## src/rtl/core/lpht_pkg.sv

```systemverilog
// ----------------------------------------------------------------------------
// lpht_pkg
// Shared constants, codes and controller/datapath interface types for the
// linear probing hash table core.
// ----------------------------------------------------------------------------
`default_nettype none

package lpht_pkg;

    localparam int DEF_SLOTS       = 1024;
    localparam int DEF_KEY_WIDTH   = 64;
    localparam int DEF_VALUE_WIDTH = 64;

    localparam int FUNC_W     = 3;
    localparam int HASH_W     = 64;
    localparam int SLOT_OUT_W = 10;
    localparam int CAP_LOG2_W = 4;
    localparam int LIMIT_W    = 11;
    localparam int CFG_IDX_W  = 2;
    localparam int CFG_DATA_W = 11;
    localparam int MARK_W     = 2;

    localparam logic [CAP_LOG2_W-1:0] CAP_LOG2_RST = 4'd10;
    localparam logic [LIMIT_W-1:0]    LOAD_LIMIT_RST = 11'd768;

    localparam logic [CFG_IDX_W-1:0] CFG_CAP_LOG2   = 2'd0;
    localparam logic [CFG_IDX_W-1:0] CFG_LOAD_LIMIT = 2'd1;

    localparam logic [FUNC_W-1:0] FN_INSERT   = 3'd0;
    localparam logic [FUNC_W-1:0] FN_REMOVE   = 3'd1;
    localparam logic [FUNC_W-1:0] FN_READ     = 3'd2;
    localparam logic [FUNC_W-1:0] FN_HAS_KEY  = 3'd3;
    localparam logic [FUNC_W-1:0] FN_INDEX_OF = 3'd4;

    localparam logic [MARK_W-1:0] MARK_EMPTY = 2'd0;
    localparam logic [MARK_W-1:0] MARK_USED  = 2'd1;
    localparam logic [MARK_W-1:0] MARK_TOMB  = 2'd2;

    typedef struct packed {
        logic clear;
        logic start;
        logic probe;
        logic finish;
    } t_cmd;

    typedef struct packed {
        logic clear_last;
        logic probe_done;
        logic out_free;
    } t_sts;

endpackage

`default_nettype wire

```

## src/rtl/core/lpht_ctrl.sv

```systemverilog
// ----------------------------------------------------------------------------
// lpht_ctrl
// Controller: mark clearing pass after reset, request accept, slot probe
// sequence and commit/result hand-off.
// ----------------------------------------------------------------------------
`default_nettype none

module lpht_ctrl (
    input  wire logic          i_clk,
    input  wire logic          i_rst_n,
    input  wire logic          i_in_valid,
    output logic               o_in_ready,
    input  wire lpht_pkg::t_sts i_sts,
    output lpht_pkg::t_cmd     o_cmd
);

    typedef enum logic [1:0] {
        ST_CLEAR,
        ST_IDLE,
        ST_PROBE,
        ST_FINISH
    } t_state;

    t_state r_state;

    always_ff @(posedge i_clk) begin
        if (!i_rst_n) begin
            r_state <= ST_CLEAR;
        end else begin
            case (r_state)
                ST_CLEAR: begin
                    if (i_sts.clear_last) begin
                        r_state <= ST_IDLE;
                    end
                end
                ST_IDLE: begin
                    if (i_in_valid) begin
                        r_state <= ST_PROBE;
                    end
                end
                ST_PROBE: begin
                    if (i_sts.probe_done) begin
                        r_state <= ST_FINISH;
                    end
                end
                ST_FINISH: begin
                    if (i_sts.out_free) begin
                        r_state <= ST_IDLE;
                    end
                end
                default: begin
                    r_state <= ST_CLEAR;
                end
            endcase
        end
    end

    assign o_in_ready   = (r_state == ST_IDLE);
    assign o_cmd.clear  = (r_state == ST_CLEAR);
    assign o_cmd.start  = (r_state == ST_IDLE) && i_in_valid;
    assign o_cmd.probe  = (r_state == ST_PROBE);
    assign o_cmd.finish = (r_state == ST_FINISH) && i_sts.out_free;

    a_one_cmd: assert property (@(posedge i_clk) disable iff (!i_rst_n)
        $onehot0({o_cmd.clear, o_cmd.start, o_cmd.probe, o_cmd.finish}))
        else $error("lpht_ctrl: more than one command active");

    a_probe_follows_start: assert property (@(posedge i_clk) disable iff (!i_rst_n)
        o_cmd.start |=> o_cmd.probe)
        else $error("lpht_ctrl: probe did not follow accept");

    a_finish_after_probe: assert property (@(posedge i_clk) disable iff (!i_rst_n)
        o_cmd.probe && i_sts.probe_done |=> (r_state == ST_FINISH))
        else $error("lpht_ctrl: probe end did not lead to commit");

endmodule

`default_nettype wire

```

## config.mk

```make
export PLATFORM = sky130hd
export DESIGN_NAME = lpht_ctrl
export DESIGN_NICKNAME = d
export VERILOG_FILES = /design/src/rtl/core/lpht_pkg.sv /design/src/rtl/core/lpht_ctrl.sv
export SDC_FILE = /design/constraint.sdc
export NUM_CORES = 1
export LEC_CHECK = 0
export BUFFER_PORTS_ARGS = -buffer_cell sky130_fd_sc_hd__buf_4
export CORE_AREA = 3 3 40 42
export DETAILED_ROUTE_END_ITERATION = 10
export DIE_AREA = 0 0 43 45
export HOLD_SLACK_MARGIN = 0.15
export PLACE_DENSITY = 0.33
export SYNTH_ARGS = -nofsm -noshare
export SYNTH_HDL_FRONTEND = slang
export SYNTH_SLANG_ARGS = --single-unit
```

## constraint.sdc

```tcl
create_clock -name i_clk -period 3.9 [get_ports i_clk]
set_input_delay 0.39 -clock i_clk [delete_from_list [all_inputs] [get_ports i_clk]]
set_output_delay 0.39 -clock i_clk [all_outputs]
set_load 0.02 [all_outputs]
```

After elaboration in Yosys (flattened, before gate mapping). Cells that the tools add are included. W data, S select, Z words.

Eq/ne operators: 7. Multiplexer cells: 5. Reductions and logical operators: 4.

Operator list (count): $mux W2 (4); $ne A2 B2 Y1 const B (4); $pmux W2 S4 (1); $eq A2 B2 Y1 const B (2); $reduce_and A4 Y1 (1); $eq A2 B1 Y1 const B (1); $logic_and A1 B1 Y1 (2); $logic_not A2 Y1 (1).

Bits in registers: 2. Bits of input ports: 6. Output and inout port bits: 5. Logic and storage cells: 17.

Depth between registers and ports, before layout.
Word-level depth: 3. Mapped depth: 5. Mapped depth without buffers: 5.

Worst setup path after synthesis. Ideal clock, no wire load.

Path type: register to register. Start: register r_state[0]. End: register r_state[0]. Library setup time: 0.072 ns. Arrival: 1.435 ns. Data required time: 3.828 ns. Path slack: 2.393 ns. Cell stages (with the launch flop): 6. Path buffers: 0. Period minus slack after synthesis: 1.507 ns. Cells stage by stage: dfxtp_1 -> inv_1 -> ha_1 -> nor2b_4 -> a2111oi_4 -> mux2i_1.

RTL lines: from (decl) (line lpht_ctrl.sv:24) `t_state r_state;`; from (signal assigned) (line lpht_ctrl.sv:28) `r_state <= ST_CLEAR;`; from (signal assigned) (line lpht_ctrl.sv:33) `r_state <= ST_IDLE;`; from (signal assigned) (line lpht_ctrl.sv:38) `r_state <= ST_PROBE;`.

==> run_results.csv <==
group,metric,value,unit
cells_and_area,fin_area,334,um2
sta,fin_setup_tns,0,ns
sta,fmax,642,MHz
synthesis,yosysTopAreaCellShare,28.7,%
clock_network,htreeDepth,1,
cells_and_area,area_delta_synth_final,53.4,%
sta,rsz0062_at_grt,"false",
power,switching_power,0.0991,mW
worst_setup_path,critical_path.cell_chain,"inv_1 -> ha_1 -> and2_1 -> buf_4",
sta,finalHoldViolCount,0,
cells_and_area,diodes,0,
sta,fin_crit,1.56,ns
detailed_routing,vias,179,
place,portBuffers,10,
place,place_area,312,um2
clock_network,cts_tree,"built",
power,switching_share,40.5,%
power,internal_power,0.145,mW
worst_setup_path,critPathArrivalTime,1.17,ns
cells_and_area,final.fill_count,151,
sta,finalSetupViolCount,0,
sta,maxSlewHeadroom,78.0,%
detailed_routing,wirelength,396,um
synthesis,synthCells,22,
die,chipWidth,43,um
cells_and_area,layout_commonest_cell,"buf_4",
place,place.gp.congestion,0.651,
power,combPwrFrac,64.2,%
sta,slew_violations,0,
die,initial_core_util,16.9,%
power,finalPower,0.245,mW
detailed_routing,ant_nets,0,
detailed_routing,drc,0,
synthesis,synth_seq_cells,2,
synthesis,synth_area_per_cell,9.90,um2
worst_setup_path,crit_type,"flip-flop to output pin",
clock_network,cts.repair.resized,0,
cells_and_area,layout.cells.non_filler,50,
clock_network,postCtsSetupRepairBufs,0,
clock_network,cts_buffer_depth,2,
detailed_routing,drtIter0Drc,0,
die,die_y,45,um
power,clockPowerShare,18.2,%
cells_and_area,regMostFlops,"r_state",
cells_and_area,top_regs,"r_state: 2 flops",
clock_network,clock-root-buffer,"clkbuf_4",
worst_setup_path,critPathBufInv,2,
detailed_routing,viasPerCell,3.58,
sta,worst_clock_skew,0.00389,ns
outcome,status,"complete, no violations",
worst_setup_path,cp_slowest_stage_delay,0.37,ns
hold_path,hp-class,"input port to flip-flop",
worst_setup_path,crit_family,"flip-flops",
clock_network,cts_buffers,3,
global_routing,grt-ovfl-total,0,
synthesis,yosysSeqAreaShare,18.4,%
global_routing,antenna_found_initial,0,
clock_network,cts.hold.buffers_added,0,
worst_setup_path,critPathSlowestCell,"dfxtp_1",
sta,fin_crit_sh,39.9,%
power,powerDensity,732,nW/um2
worst_setup_path,worstSetupEndpointType,"output pin",
die,io_pins,11,
detailed_routing,first_pass_iters,1,
clock_network,clk_latency,0.22,ns
sta,hold_ws,0.451,ns
place,placed_cells,47,
synthesis,syn_nets,33,
global_routing,grt_pass1_wl,641,um
worst_setup_path,critical_path_required,3.51,ns
cells_and_area,mostFrequentLayoutCells,"buf_4, ha_1, inv_1, nand2_1, clkbuf_4",
place,dp_hpwl,334,um
cells_and_area,layout-drive-gt1-share,42.9,%
die,core,1280,um2
synthesis,ys_types,10,
clock_network,cts_sinks,2,
cells_and_area,largest_reg_flops,2,
global_routing,grt_pass1_vias,182,
global_routing,grtUsageTotal,4.82,%
power,power_frac_seq,17.6,%
synthesis,synth_top_cell_by_area,"ha_1",
clock_network,clk_pin_slew_worst_paths,0.03,ns
flow_run,drv_cap,0,
die,die-area,1940,um2
cells_and_area,final_net_count,48,
global_routing,grt_start_max_net_pins,6,
detailed_routing,routedWlPerCell,7.92,um
worst_setup_path,critPathMaxFanout,4,
die,rows,13,
power,vdd_drop_max,0.277,mV
synthesis,synthTopCellsByArea,"ha_1, dfxtp_1, a2111oi_4",
synthesis,syn_area,218,um2
sta,worstMarginPinSlew,0.330,ns
synthesis,ys_warn_count,0,
worst_setup_path,critPathLaunchType,"flip-flop",
power,power_leakage,0.172,nW
-- logic make-up (layout without fill, tap and decap cells) --
family,count (synthesis),after routing,synth area share (%)
adder cells (fa/ha/maj),5,5,28.7
flip-flops,2,2,18.4
AO/OA/AOI/OAI,1,1,12.6
AND/OR/NAND/NOR,9,9,25.9
buffers and inverters,3,16,5.17
multiplexers,2,2,9.20
-- power groups by stage --
stage | Sequential (mW) | Clock (mW) | Combinational, mW
after global routing | 0.0453 | 0.0510 | 0.172
after floorplan | 0.0402 | 0 | 0.117
after global placement | 0.0437 | 0 | 0.160
final | 0.0430 | 0.0446 | 0.157
after detailed placement | 0.0438 | 0 | 0.160
after CTS | 0.0434 | 0.0489 | 0.161
-- area by class of cell --
type	instances	area, um2	share of cell area (%)
sequential	2	40.0	12.0
inverter	3	11.3	3.37
timing repair buffer	10	75.1	22.5
tap	15	18.8	5.62
multi-input combinational	17	166	49.8
clock buffer	3	22.5	6.74
-- metrics by stage --
stage / utilization [%] / setup slack [ns]
after global routing: 26.0 / 2.27
after detailed placement: 24.2 / 2.37
after CTS: 26.0 / 2.32
final: 26.0 / 2.34
after global placement: 24.2 / 2.37
after floorplan: - / 2.39
-- routing by layer --
layer | vias up | global-route usage (%) | routed length, um
met1 | 76 | 4.56 | 163
met5 | - | 0 | 0
met4 | 0 | 7.23 | 0
li1 | 97 | - | -
met3 | 0 | 1.59 | 34
met2 | 6 | 6.89 | 198
-- cells in the mapped netlist --
master     number
a2111oi_4       1
and2_1          2
dfxtp_1         2
ha_1            5
inv_1           3
mux2i_1         2
nand2_1         3
nand2b_1        1
nor2b_1         2
nor2b_4         1
-- final timing paths --
path | startpoint | end | slack [ns] | depth (start not counted)
min | i_rst_n | r_state[0]$_SDFFE_PN0P_ | 0.45 | 3
min reg2reg | r_state[1]$_SDFFE_PN0P_ | r_state[1]$_SDFFE_PN0P_ | 0.50 | 2
max | r_state[1]$_SDFFE_PN0P_ | o_cmd[2] | 2.34 | 4
max reg2reg | r_state[0]$_SDFFE_PN0P_ | r_state[1]$_SDFFE_PN0P_ | 2.39 | 5
-- worst min-delay path, delay by kind of cell --
kind / cells / cell delay, ns
and+or+nand+nor: 1 / 0.05
muxes: 1 / 0.05
buffers and inverters: 1 / 0.12
No activity file was read; power rests on OpenSTA's default activity.
